<file path="src/design/rew_pkg.sv">
// Shared constants and saturation helpers for the raster edge walker.
// Used by the top level and by the serial divider and multiplier units.
// No dependencies.
package rew_pkg;

  localparam int DATA_W        = 32;
  localparam int LINE_W        = 16;
  localparam int ACC_W         = DATA_W + 2;
  localparam int NUM_ATTR      = 4;
  localparam int FRAC_BITS_DEF = 16;
  localparam int IN_TDATA_W    = 8 * DATA_W;
  localparam int OUT_TDATA_W   = 2 * LINE_W + 5 * DATA_W;
  localparam int CFG_IDX_W     = 3;

  localparam logic CMD_SETUP = 1'b0;
  localparam logic CMD_STEP  = 1'b1;

  localparam logic signed [DATA_W-1:0] MAX32 = {1'b0, {(DATA_W-1){1'b1}}};
  localparam logic signed [DATA_W-1:0] MIN32 = {1'b1, {(DATA_W-1){1'b0}}};
  localparam logic signed [LINE_W-1:0] MAX16 = {1'b0, {(LINE_W-1){1'b1}}};
  localparam logic signed [LINE_W-1:0] MIN16 = {1'b1, {(LINE_W-1){1'b0}}};

  // Clamp a 37-bit sum to the signed 32-bit range
  function automatic logic signed [DATA_W-1:0] sat32(input logic signed [36:0] v);
    logic [36-DATA_W+1:0] hi;
    hi = v[36:DATA_W-1];
    if (hi == '0 || hi == '1) begin
      return v[DATA_W-1:0];
    end
    return v[36] ? MIN32 : MAX32;
  endfunction

  // Clamp a 33-bit line number to the signed 16-bit range
  function automatic logic signed [LINE_W-1:0] sat16(input logic signed [DATA_W:0] v);
    logic [DATA_W-LINE_W+1:0] hi;
    hi = v[DATA_W:LINE_W-1];
    if (hi == '0 || hi == '1) begin
      return v[LINE_W-1:0];
    end
    return v[DATA_W] ? MIN16 : MAX16;
  endfunction

endpackage

</file>
<file path="src/design/rew_div.sv">
// Bit-serial restoring divider for the edge x step: (dx << FRAC_BITS) / dy,
// truncated toward zero and saturated to 32 bits. One quotient bit per cycle.
// Depends on rew_pkg.
module rew_div #(
  parameter int FRAC_BITS = rew_pkg::FRAC_BITS_DEF
) (
  input  logic                              clk,
  input  logic                              rst_n,
  input  logic                              start,
  input  logic signed [rew_pkg::DATA_W:0]   dividend,
  input  logic signed [rew_pkg::DATA_W:0]   divisor,
  output logic                              done,
  output logic signed [rew_pkg::DATA_W-1:0] quot
);

  localparam int DW    = rew_pkg::DATA_W;
  localparam int NUM_W = DW + 1 + FRAC_BITS;
  localparam int CNT_W = $clog2(DW);

  logic [DW:0]        dvd_mag;
  logic [DW:0]        dvs_mag;
  logic [NUM_W-1:0]   num_full;
  logic [DW:0]        num_hi;
  logic [DW:0]        rem_r;
  logic [DW:0]        rem_nxt;
  logic [DW-1:0]      ql_r;
  logic [DW-1:0]      ql_nxt;
  logic [DW:0]        d_r;
  logic               neg_r;
  logic               ovf_r;
  logic [DW+1:0]      sh;
  logic [DW+1:0]      diff;
  logic               ge;
  logic [CNT_W-1:0]   cnt_r;
  logic               busy_r;
  logic               done_r;
  logic               last;
  logic signed [DW-1:0] quot_r;
  logic signed [DW-1:0] quot_nxt;

  // Operand magnitudes and the scaled dividend split at bit 32
  assign dvd_mag  = dividend[DW] ? DW'(1'b0) - dividend : dividend;
  assign dvs_mag  = divisor[DW]  ? DW'(1'b0) - divisor  : divisor;
  assign num_full = {dvd_mag, {FRAC_BITS{1'b0}}};
  assign num_hi   = {{(DW - FRAC_BITS){1'b0}}, num_full[NUM_W-1:DW]};

  // One restoring step: shift in the next dividend bit, subtract when it fits
  assign sh      = {rem_r, ql_r[DW-1]};
  assign diff    = sh - {1'b0, d_r};
  assign ge      = (sh >= {1'b0, d_r});
  assign rem_nxt = ge ? diff[DW:0] : sh[DW:0];
  assign ql_nxt  = {ql_r[DW-2:0], ge};
  assign last    = (cnt_r == CNT_W'(DW - 1));

  // Apply the sign and clamp to the signed 32-bit range
  always_comb begin
    if (!neg_r) begin
      quot_nxt = (ovf_r || ql_nxt[DW-1]) ? rew_pkg::MAX32 : ql_nxt;
    end else if (ovf_r || (ql_nxt[DW-1] && (|ql_nxt[DW-2:0]))) begin
      quot_nxt = rew_pkg::MIN32;
    end else begin
      quot_nxt = DW'(1'b0) - ql_nxt;
    end
  end

  // Control: iteration count and completion pulse
  always_ff @(posedge clk) begin
    if (!rst_n) begin
      busy_r <= 1'b0;
      done_r <= 1'b0;
      cnt_r  <= '0;
    end else begin
      done_r <= 1'b0;
      if (start) begin
        busy_r <= 1'b1;
        cnt_r  <= '0;
      end else if (busy_r) begin
        cnt_r <= cnt_r + 1'b1;
        if (last) begin
          busy_r <= 1'b0;
          done_r <= 1'b1;
        end
      end
    end
  end

  // Datapath: load operands, then advance one quotient bit a cycle
  always_ff @(posedge clk) begin
    if (start) begin
      rem_r <= num_hi;
      ql_r  <= num_full[DW-1:0];
      d_r   <= dvs_mag;
      neg_r <= dividend[DW] ^ divisor[DW];
      ovf_r <= (num_hi >= dvs_mag);
    end else if (busy_r) begin
      rem_r <= rem_nxt;
      ql_r  <= ql_nxt;
      if (last) begin
        quot_r <= quot_nxt;
      end
    end
  end

  assign done = done_r;
  assign quot = quot_r;

endmodule

</file>
<file path="config.mk">
export PLATFORM = sky130hd
export DESIGN_NAME = rew_div
export DESIGN_NICKNAME = d
export VERILOG_FILES = /design/src/design/rew_pkg.sv /design/src/design/rew_div.sv
export SDC_FILE = /design/constraint.sdc
export NUM_CORES = 1
export LEC_CHECK = 0
export ABC_CLOCK_PERIOD_IN_PS = 9300
export BUFFER_PORTS_ARGS = -buffer_cell sky130_fd_sc_hd__buf_2
export CORE_MARGIN = 8
export CORE_UTILIZATION = 40
export DETAILED_ROUTE_END_ITERATION = 6
export SYNTH_ARGS = -nofsm -noshare
export SYNTH_HDL_FRONTEND = slang
export SYNTH_SLANG_ARGS = --single-unit
</file>
<file path="constraint.sdc">
create_clock -name clk -period 9.3 [get_ports clk]
set_clock_uncertainty 0.15 [all_clocks]
set_input_delay 0.93 -clock clk [delete_from_list [all_inputs] [get_ports clk]]
set_output_delay 0.93 -clock clk [all_outputs]
set_load 0.02 [all_outputs]
</file>
==> results.md <==
* R2R Path Start: rem_r[16]$_DFFE_PP_
* Rel. slew slack at approximately 41%
* Initial antenna violation count at 0
* Clock sinks at roughly 140
* Hold Crit Start: cnt_r[4]$_SDFFE_PP0P_
* Routability cong. at 0.934
* Post-Syn Area at around 10000 um2
* Total grt overflow at 0
* Via count at 8845
* Hpwl dp at roughly 21000 um
* Reg power frac at roughly 37%
* EDFF count, synth at 100
* Worst-Skew Late Latency at roughly 0.44 ns
* Core ar. at 25000 um2
* TritonCTS clock tree: built
* Critical path class: reg2reg
* RSZ-0062 raised after global routing: no
* LEAKAGE at about 4.6 nW
* First-pass GRT wire length at approximately 45000 um
* Setup WS pre-CTS at 3.81 ns
* Synth async-reset ratio at 0%
* Cells after Synth at 1133
* Hold-fix buffers, CTS at 0
* Starting Density at between 40% and 50%
* Final Hold Viols at 0
* Area fraction of the dominant cell type after synthesis at 29.8%
* Overall power at 2.06 mW
* # setup viols final at 0
* Clk network pwr share at between 30% and 40%
* Number of global-route vias before repair at ~8500
* Status: completed
* Startpoint types: register
* PD cells at between 150 and 200 nW/um2
* Unique cell type count in the Yosys netlist at 67
* Worst reg2reg path endpoint: quot[26]$_DFFE_PP_
* Peak Freq at 0.192 GHz
* Top cells by area, synth: edfxtp_1, dfxtp_1, ha_1
* Max cap viols at 0
* Inserted Clock Buffers at 17
* Tcrit/Tclk final at around 56%
* CP cell instances: ha_1, a21oi_1, o21ai_0, nor4_1, nand3_1, and3_1, or2_2, inv_1, buf_4, ha_1, nand4b_1, nor2_1, and3_1, nand3_1, a221o_1
* Crit. End Element: register
* Final ANT Viol Nets at 0
* Cell taking the most area after synthesis: edfxtp_1
* R2R cell count at 15
* Net Sw Frac at 31.9%
* CP Max Fanout at 40
* Worst hold path type: reg2reg
* CTS clock-pin slew for the worst setup and hold paths at roughly 0.06 ns
* H-tree depth at 4
* Post-CTS Setup Bufs at 0
* Worst path slowest cell: or2_2
* Boundary pin count at approximately 100
* Setup slack, reg-to-reg at approximately 4 ns
* Final Max Slew Viols at 0
* Tmin final at around 5.2 ns
* Final WS setup at between 4 and 5 ns
* Hold path cells at 2
* Worst path max stage delay at a little over 0.6 ns
* I/O Buffers at 101
* Syn Nets at about 1300
* Drt initial violations at 612
* Diodes inserted at 0
* Crit path required time at roughly 9.3 ns
* Root buffer cell: clkbuf_16
* Worst path arrival time at ~5.2 ns
* Total die area at 30500 um2
* Total routed wirelength at about 28000 um
* P_sw at roughly 0.66 mW
* DP Area at ~11000 um2
* Wire per inst at between 15 and 20 um
* Ys flop type: edfxtp_1
* Fraction of final layout cells sized beyond drive strength 1 at between 10% and 20%
* # nets final at about 1300
* Sequential fraction of the synthesis area at ~38%
* Largest net degree at the start of global routing at 61
* Fin util at about 46%
* Via-to-Cell Ratio at about 5.7
* GRT Total Usage at a little under a fifth
* Die height at ~170 um
* Power share of the combinational group at about 28%
* Die X at 175 um
* DRC Markers at 0
* Flip-flop and latch count after synthesis at about 140
* Fill count at between 2000 and 2500
* Max Buffers Root-to-Sink at 2
* Design Area, Final at about 11000 um2
* Fin Setup TNS at 0 ns
* Pint at roughly 1.4 mW
* Area grow syn2layout at 14.0%
* Hold path endpoint: cnt_r[4]$_SDFFE_PP0P_
* DRT Pass-1 Iters at 6
* Max rail drop VDD at ~110 uV
* Avg Cell Area, Syn at between 8 and 9 um2
* Syn. warnings at 0
* Least-Margin Pin Slew at between 0.8 and 0.9 ns
* # resized after CTS at 0
* # rows at slightly below 60
==> logic make-up after synthesis <==
group	share of synthesized area (%)
multiplexers	2.32
XOR/XNOR	7.65
buffers and inverters	4.77
AO/OA/AOI/OAI	20.8
flip-flops	37.6
adder cells (fa/ha/maj)	7.16
AND/OR/NAND/NOR	19.7
==> layout make-up <==
class / instances / area [um2] / share of cell area, %
Multi-Input combinational cell: 868 / 5810 / 50.6
Inverter: 69 / 259 / 2.26
Clock buffer: 21 / 450 / 3.92
Sequential cell: 139 / 3780 / 33.0
Timing Repair Buffer: 112 / 588 / 5.12
Tap cell: 330 / 413 / 3.60
Clock inverter: 11 / 173 / 1.50
==> through the flow <==
stage / instances / hold slack, ns
2_1_floorplan: 1133 / 0.314
3_3_place_gp: 1518 / 0.332
3_5_place_dp: 1518 / 0.340
4_1_cts: 1550 / 0.355
5_1_grt: 1550 / 0.384
6_report: 1550 / 0.352
==> worst max-delay path: cells and delay by family (launching register included) <==
kind | cells | cell delay, ns
and+or+nand+nor | 8 | 2.33
AOI/OAI and AO/OA | 3 | 0.77
adders and majority gates | 2 | 0.71
buffers and inverters | 2 | 0.54
DFF | 1 | 0.41
==> synth_stat cells (5+ instances only) <==
| cell | n |
|---|---|
| o211ai_1 | 7 |
| a211o_1 | 10 |
| o31ai_1 | 32 |
| a211oi_1 | 5 |
| nor3_1 | 35 |
| nand2b_1 | 18 |
| nor4_1 | 15 |
| nor2_1 | 97 |
| buf_1 | 7 |
| buf_2 | 6 |
| inv_1 | 68 |
| a32oi_1 | 11 |
| and3_1 | 15 |
| a311oi_1 | 8 |
| o21ai_0 | 76 |
| clkbuf_1 | 44 |
| a31oi_1 | 16 |
| nand2_1 | 103 |
| a221o_1 | 9 |
| o311ai_0 | 13 |
| xor2_1 | 28 |
| xnor2_1 | 60 |
| a21oi_1 | 43 |
| ha_1 | 56 |
| edfxtp_1 | 100 |
| nand4_1 | 17 |
| or2_2 | 9 |
| nand3b_1 | 8 |
| o22ai_1 | 5 |
| or4_1 | 11 |
| and2_1 | 5 |
| mux2i_1 | 20 |
| nor2b_1 | 10 |
| a21o_1 | 15 |
| or3_1 | 18 |
| o41ai_1 | 6 |
| dfxtp_1 | 39 |
| nand3_1 | 18 |
==> registers in the layout (all words and copies together), names as in the netlist <==
signal and count:
d_r 33, rem_r 33, ql_r 32, quot 32, cnt_r 5, busy_r 1
done 1, neg_r 1, ovf_r 1
==> cells in the final DEF, fill, tap and decap left out, types with 28 or more instances in the layout <==
| master | n |
|---|---|
| o21ai_0 | 76 |
| buf_2 | 101 |
| xor2_1 | 28 |
| nand2_1 | 103 |
| inv_1 | 68 |
| o31ai_1 | 32 |
| a21oi_1 | 43 |
| dfxtp_1 | 38 |
| nor3_1 | 35 |
| xnor2_1 | 60 |
| nor2_1 | 97 |
| edfxtp_1 | 100 |
| ha_1 | 56 |
==> per-layer routing <==
metal / global-route usage (%) / share of wire, % / routed length [um] / vias to the layer above
li1: - / - / - / 4396
met4: 5.48 / 1.6 / 441 / 0
met3: 3.15 / 6.1 / 1700 / 29
met1: 25.2 / 48 / 13400 / 4117
met2: 27.9 / 44 / 12300 / 303
met5: 0 / 0 / 0 / -
==> how the worst max path moves through the flow <==
stage                                    from                  to  slack [ns]
after global routing       ql_r[31]$_DFFE_PP_  quot[20]$_DFFE_PP_        3.70
after CTS                   d_r[27]$_DFFE_PP_  quot[20]$_DFFE_PP_        4.11
after global placement            dividend[7]     ovf_r$_DFFE_PP_        3.79
after detailed placement          dividend[7]     ovf_r$_DFFE_PP_        3.81
final                     rem_r[16]$_DFFE_PP_  quot[26]$_DFFE_PP_        4.09
after floorplan                   dividend[7]     ovf_r$_DFFE_PP_        4.72
==> power by group through the flow <==
stage | registers (mW) | logic [mW] | clock network [mW]
detailed placement | 0.767 | 0.566 | 0
CTS | 0.754 | 0.571 | 0.739
global placement | 0.766 | 0.564 | 0
global route | 0.760 | 0.643 | 0.764
floorplan | 0.753 | 0.421 | 0
finish | 0.755 | 0.577 | 0.728
Note: power is estimated with default switching activity, not from simulation.
