### src/design/rew_pkg.sv
// Shared constants and saturation helpers for the raster edge walker.
// Used by the top level and by the serial divider and multiplier units.
// No dependencies.
package rew_pkg;

  localparam int DATA_W        = 32;
  localparam int LINE_W        = 16;
  localparam int ACC_W         = DATA_W + 2;
  localparam int NUM_ATTR      = 4;
  localparam int FRAC_BITS_DEF = 16;
  localparam int IN_TDATA_W    = 8 * DATA_W;
  localparam int OUT_TDATA_W   = 2 * LINE_W + 5 * DATA_W;
  localparam int CFG_IDX_W     = 3;

  localparam logic CMD_SETUP = 1'b0;
  localparam logic CMD_STEP  = 1'b1;

  localparam logic signed [DATA_W-1:0] MAX32 = {1'b0, {(DATA_W-1){1'b1}}};
  localparam logic signed [DATA_W-1:0] MIN32 = {1'b1, {(DATA_W-1){1'b0}}};
  localparam logic signed [LINE_W-1:0] MAX16 = {1'b0, {(LINE_W-1){1'b1}}};
  localparam logic signed [LINE_W-1:0] MIN16 = {1'b1, {(LINE_W-1){1'b0}}};

  // Clamp a 37-bit sum to the signed 32-bit range
  function automatic logic signed [DATA_W-1:0] sat32(input logic signed [36:0] v);
    logic [36-DATA_W+1:0] hi;
    hi = v[36:DATA_W-1];
    if (hi == '0 || hi == '1) begin
      return v[DATA_W-1:0];
    end
    return v[36] ? MIN32 : MAX32;
  endfunction

  // Clamp a 33-bit line number to the signed 16-bit range
  function automatic logic signed [LINE_W-1:0] sat16(input logic signed [DATA_W:0] v);
    logic [DATA_W-LINE_W+1:0] hi;
    hi = v[DATA_W:LINE_W-1];
    if (hi == '0 || hi == '1) begin
      return v[LINE_W-1:0];
    end
    return v[DATA_W] ? MIN16 : MAX16;
  endfunction

endpackage

### src/design/rew_smul.sv
// Bit-serial signed shift-add multiplier: 32-bit multiplicand times an
// MP_W-bit two's complement multiplier, one multiplier bit per cycle.
// Depends on rew_pkg.
module rew_smul #(
  parameter int MP_W = rew_pkg::DATA_W + 1
) (
  input  logic                                    clk,
  input  logic                                    rst_n,
  input  logic                                    start,
  input  logic signed [rew_pkg::DATA_W-1:0]       mcand,
  input  logic [MP_W-1:0]                         mplier,
  output logic                                    done,
  output logic signed [rew_pkg::ACC_W+MP_W-1:0]   prod
);

  localparam int DW    = rew_pkg::DATA_W;
  localparam int AW    = rew_pkg::ACC_W;
  localparam int CNT_W = $clog2(MP_W);

  logic signed [DW-1:0] mc_r;
  logic signed [AW-1:0] acc_r;
  logic [MP_W-1:0]      lo_r;
  logic [CNT_W-1:0]     cnt_r;
  logic                 busy_r;
  logic                 done_r;
  logic                 last;
  logic signed [AW-1:0] mc_ext;
  logic signed [AW-1:0] addend;
  logic signed [AW-1:0] sum;

  // Add the multiplicand for a set bit; the top bit carries negative weight
  assign last   = (cnt_r == CNT_W'(MP_W - 1));
  assign mc_ext = AW'(mc_r);
  always_comb begin
    if (!lo_r[0]) begin
      addend = '0;
    end else if (last) begin
      addend = -mc_ext;
    end else begin
      addend = mc_ext;
    end
  end
  assign sum = acc_r + addend;

  // Control: bit count and completion pulse
  always_ff @(posedge clk) begin
    if (!rst_n) begin
      busy_r <= 1'b0;
      done_r <= 1'b0;
      cnt_r  <= '0;
    end else begin
      done_r <= 1'b0;
      if (start) begin
        busy_r <= 1'b1;
        cnt_r  <= '0;
      end else if (busy_r) begin
        cnt_r <= cnt_r + 1'b1;
        if (last) begin
          busy_r <= 1'b0;
          done_r <= 1'b1;
        end
      end
    end
  end

  // Shift the partial product right; product bits fill in as multiplier bits leave
  always_ff @(posedge clk) begin
    if (start) begin
      mc_r  <= mcand;
      acc_r <= '0;
      lo_r  <= mplier;
    end else if (busy_r) begin
      acc_r <= {sum[AW-1], sum[AW-1:1]};
      lo_r  <= {sum[0], lo_r[MP_W-1:1]};
    end
  end

  assign done = done_r;
  assign prod = {acc_r, lo_r};

endmodule

### config.mk
export PLATFORM = sky130hd
export DESIGN_NAME = rew_smul
export DESIGN_NICKNAME = d
export VERILOG_FILES = /design/src/design/rew_pkg.sv /design/src/design/rew_smul.sv
export SDC_FILE = /design/constraint.sdc
export NUM_CORES = 1
export LEC_CHECK = 0
export BUFFER_PORTS_ARGS = -buffer_cell sky130_fd_sc_hd__buf_2
export CORE_ASPECT_RATIO = 1.25
export CORE_MARGIN = 3
export CORE_UTILIZATION = 56
export CTS_CLUSTER_DIAMETER = 30
export DETAILED_ROUTE_END_ITERATION = 10
export PLACE_DENSITY = 0.82
export RECOVER_POWER = 25
export SLEW_MARGIN = 5
export SYNTH_ARGS = -nofsm -noshare
export SYNTH_HDL_FRONTEND = slang
export SYNTH_SLANG_ARGS = --single-unit
export TNS_END_PERCENT = 50
### constraint.sdc
create_clock -name clk -period 5 [get_ports clk]
set_input_delay 0.25 -clock clk [delete_from_list [all_inputs] [get_ports clk]]
set_output_delay 0.25 -clock clk [all_outputs]
set_load 0.05 [all_outputs]
==> flow_summary.rst <==
.. list-table::
   :header-rows: 1

   * - Metric
     - Value
   * - Number of vias per cell
     - 5.78
   * - Sequential share of power
     - 45.0%
   * - Kind of critical path
     - flop to flop
   * - H-tree depth reported by CTS
     - 3
   * - Final hold violation count
     - 0
   * - Weighted congestion reported at the end of routability-driven placement
     - 0.963
   * - Mapped cell area
     - 6460 sq um
   * - Number of distinct library cells after synthesis
     - 61
   * - Number of storage elements in the synthesis netlist
     - 106
   * - Transition time at the pin with the least slew margin
     - 1.89 ns
   * - Peak fanout along the critical path
     - 9
   * - Multi-input gate area in the final layout
     - 3520 sq um
   * - Yosys warns
     - 0
   * - Max-cap check violation count
     - 1
   * - Final std cell area, no fill
     - 7520 sq um
   * - Total via count after detailed routing
     - 5183
   * - Prevailing post-synth register cell
     - sky130_fd_sc_hd__edfxtp_1
   * - Average wire length per cell after detail routing
     - 17.1 microns
   * - Remaining max-slew budget at the tightest pin
     - -26.0%
   * - Depth of the worst hold-timing path
     - 1
   * - Die width
     - 102 microns
   * - Kind of end point of the critical path
     - flop
   * - Kind of start point of the critical path
     - flop
   * - Dominant cells by area after synthesis
     - sky130_fd_sc_hd__edfxtp_1, sky130_fd_sc_hd__dfxtp_1, sky130_fd_sc_hd__ha_1
   * - Detailed Route WL
     - 15300 microns
   * - Number of port buffers
     - 135
   * - Int Power
     - 1.57 mW
   * - Portion of the post-synthesis area used by sequential elements
     - 42.9%
   * - Total Neg Setup Slack
     - 0 ns
   * - Logic depth of the worst register-to-register path
     - 17
   * - Critical Path End
     - acc_r[32]
   * - Chip height
     - 126 microns
   * - Startpoint of the lowest-slack register-to-register path
     - mc_r[3]
   * - Highest achievable clock rate
     - 221 MHz
   * - Endpoint required time on the critical path
     - 5.25 ns
   * - Leading cell type by number of instances after synthesis
     - sky130_fd_sc_hd__edfxtp_1
   * - Maximum count of clock buffers along a single path
     - 2
   * - Switching Fraction
     - 34.2%
   * - Area after detailed placement
     - 7250 sq um
   * - Number of antenna cells inserted
     - 0
   * - Vias in the first global route
     - 5387
   * - Synthesized netlist cell count
     - 633
   * - Area Growth Syn to Fin
     - 16.4%
   * - Share of Yosys cell area claimed by the top area cell type
     - 30.2%
   * - Number of cell rows
     - 43
   * - Number of hold buffers added after CTS
     - 0
   * - Seq. cell area
     - 2770 sq um
   * - Violated checks
     - max-capacitance violations, max-slew violations
   * - Synthesized area divided by synthesized cell count
     - 10.2 sq um
   * - Initial antenna violation count
     - 0
   * - Antenna viol nets, final
     - 0
   * - Clock-pin slew of the registers on the worst-case setup and hold paths
     - 0.08 ns
   * - Final period utilization
     - 90.5%
   * - Clock group share of total power
     - 29.0%
   * - Clock insertion delay at the later pin of the skew report
     - 0.35 ns
   * - Area of the placeable core
     - 11200 sq um
   * - Drt first pass iters
     - 5
   * - CTS tree
     - done
   * - Beginning of the worst hold path
     - mcand[29]
   * - Syn_nets
     - 738
   * - # resized after CTS
     - 0
   * - TritonCTS buffer count
     - 9
   * - FILL cells
     - 886
   * - Final net count
     - 862
   * - Final setup violating endpoints
     - 0
   * - Total net switching power
     - 816 uW
   * - Overflow after GRT
     - 0
   * - EDFF count, synth
     - 65
   * - R2R Path End
     - acc_r[32]
   * - Arrival time worst endpoint
     - 4.77 ns
   * - Worst R2R Setup Slack
     - 0.48 ns
   * - Static Leakage
     - 3.21 nW
   * - Post-CTS setup-driven buffer insertion count
     - 0
   * - Area of the die
     - 12900 sq um
   * - Fin crit period
     - 4.52 ns
   * - Unrepaired setup endpoints after global routing
     - false
   * - Power density over the cells
     - 317 nW/um^2
   * - Clock tree sinks
     - 106
   * - Global-route wire length before repair
     - 25400 microns
   * - Total routing usage reported by global routing
     - 24.5%
   * - Half-perimeter wire length after detailed placement
     - 12000 microns
   * - Slew Limit Fails
     - 39
   * - Hold crit path type
     - input port to flop
   * - DRC violations left
     - 0
   * - Proportion of power drawn by combinational gates
     - 26.0%
   * - Number of DRC markers in iteration 0
     - 184
   * - Leading cell types by count after synthesis
     - sky130_fd_sc_hd__edfxtp_1, sky130_fd_sc_hd__nor2_1, sky130_fd_sc_hd__a21oi_1
   * - Starting density of the core
     - 57.8%
   * - Largest net degree at the start of global routing
     - 58
   * - CTS Root Cell
     - sky130_fd_sc_hd__clkbuf_16
   * - Most area-hungry cell type in the Yosys netlist
     - sky130_fd_sc_hd__edfxtp_1
   * - Start point of the critical path
     - mc_r[3]
   * - Setup Skew
     - 0.0115 ns
   * - Result of the run
     - complete, but fails checks
   * - Layout cell share with drive strength beyond 1
     - 25.2%
   * - Peak VDD IR
     - 0.000250 V
   * - Share of synthesized flip-flops with an asynchronous set or reset
     - 0%
   * - Boundary pin count
     - 136
==> critical path: stages (launching register included) <==
cell	delay (ns)
sky130_fd_sc_hd__edfxtp_1	0.45
sky130_fd_sc_hd__nor3_1	0.36
sky130_fd_sc_hd__nand3b_1	0.23
sky130_fd_sc_hd__or3_1	0.47
sky130_fd_sc_hd__or2_1	0.27
sky130_fd_sc_hd__or4_4	0.51
sky130_fd_sc_hd__o21ai_1	0.16
sky130_fd_sc_hd__xnor2_1	0.07
sky130_fd_sc_hd__and2_1	0.17
sky130_fd_sc_hd__ha_1	0.43
sky130_fd_sc_hd__nand4_1	0.18
sky130_fd_sc_hd__nor2_1	0.18
sky130_fd_sc_hd__o2bb2ai_1	0.13
sky130_fd_sc_hd__a41oi_1	0.08
sky130_fd_sc_hd__a41oi_1	0.29
sky130_fd_sc_hd__xnor2_1	0.17
sky130_fd_sc_hd__a21oi_1	0.09
sky130_fd_sc_hd__a31o_1	0.20
==> cell usage in the layout (no fill, tap or decap), types with 3 or more instances in the layout <==
master and instances:
sky130_fd_sc_hd__a211oi_1 6, sky130_fd_sc_hd__a21boi_0 3, sky130_fd_sc_hd__a21o_1 13, sky130_fd_sc_hd__a21oi_1 44, sky130_fd_sc_hd__a22o_1 11, sky130_fd_sc_hd__a31oi_1 4
sky130_fd_sc_hd__a41oi_1 6, sky130_fd_sc_hd__and2_1 32, sky130_fd_sc_hd__and3_1 3, sky130_fd_sc_hd__buf_2 125, sky130_fd_sc_hd__buf_4 8, sky130_fd_sc_hd__clkbuf_1 10
sky130_fd_sc_hd__clkbuf_16 9, sky130_fd_sc_hd__dfxtp_1 41, sky130_fd_sc_hd__edfxtp_1 65, sky130_fd_sc_hd__ha_1 36, sky130_fd_sc_hd__inv_1 14, sky130_fd_sc_hd__mux2_2 33
sky130_fd_sc_hd__mux2i_1 15, sky130_fd_sc_hd__nand2_1 32, sky130_fd_sc_hd__nand2b_1 9, sky130_fd_sc_hd__nand3_1 8, sky130_fd_sc_hd__nand3b_1 4, sky130_fd_sc_hd__nand4_1 7
sky130_fd_sc_hd__nor2_1 45, sky130_fd_sc_hd__nor2b_1 6, sky130_fd_sc_hd__nor3_1 12, sky130_fd_sc_hd__o21a_1 10, sky130_fd_sc_hd__o21ai_0 28, sky130_fd_sc_hd__o21ai_1 4
sky130_fd_sc_hd__o21bai_1 5, sky130_fd_sc_hd__o31ai_1 5, sky130_fd_sc_hd__o31ai_2 3, sky130_fd_sc_hd__or3_1 11, sky130_fd_sc_hd__xnor2_1 38, sky130_fd_sc_hd__xor2_1 17
==> worst min path at each step <==
stage / endpoint / slack (ns)
after CTS: mc_r[26] / 0.06
final: mc_r[29] / 0.08
after global placement: mc_r[0] / 0.43
after floorplan: mc_r[0] / 0.35
after global routing: mc_r[27] / 0.05
after detailed placement: mc_r[26] / 0.43
==> area by class of cell <==
| cell class | count | share of cell area [%] |
|---|---|---|
| well taps | 135 | 2.25 |
| flip-flops and latches | 106 | 36.9 |
| inverters | 14 | 0.698 |
| multi-input cells | 483 | 46.8 |
| clock inverters | 7 | 0.782 |
| repair buffers | 143 | 9.61 |
| clock buffers | 9 | 2.99 |
==> metrics by stage <==
step | power, mW | hold WS, ns | std cells | worst slack [ns] | utilization (%)
2_1_floorplan | 1.55 | 0.349 | 633 | 0.791 | -
3_3_place_gp | 1.70 | 0.427 | 881 | 0.639 | 64.8
3_5_place_dp | 1.71 | 0.428 | 881 | 0.494 | 64.8
4_1_cts | 2.40 | 0.0627 | 897 | 0.481 | 67.4
5_1_grt | 2.49 | 0.0542 | 897 | 0.157 | 67.2
6_report | 2.39 | 0.0753 | 897 | 0.476 | 67.2
==> power by group through the flow <==
stage	Sequential [mW]	Clock [mW]	Combinational (mW)
detailed placement	1.09	0	0.621
floorplan	1.26	0	0.291
global placement	1.09	0	0.611
finish	1.07	0.692	0.620
CTS	1.07	0.703	0.622
global route	1.08	0.740	0.669
==> layer usage <==
metal / global-route usage [%] / wire length (microns) / vias up
met2: 41.3 / 7480 / 183
met5: 0 / 0 / -
met3: 6.43 / 1140 / 14
met1: 31.2 / 6510 / 2402
li1: - / - / 2584
met4: 6.02 / 176 / 0
==> state kept, by name, indices dropped and copies added (netlist names) <==
signal,count
lo_r,33
acc_r,33
busy_r,1
cnt_r,6
mc_r,32
done,1
==> logic make-up (layout without fill, tap and decap cells) <==
| kind of cell | after synthesis | in the layout | share of synthesized area [%] |
|---|---|---|---|
| compound gates | 160 | 160 | 16.6 |
| xor+xnor | 55 | 55 | 7.45 |
| fa+ha+maj | 37 | 37 | 7.28 |
| buf+inv | 44 | 173 | 2.61 |
| flops | 106 | 106 | 42.9 |
| mux | 48 | 48 | 8.07 |
| simple gates | 183 | 183 | 15.1 |
(Power assumes the default switching activity.)
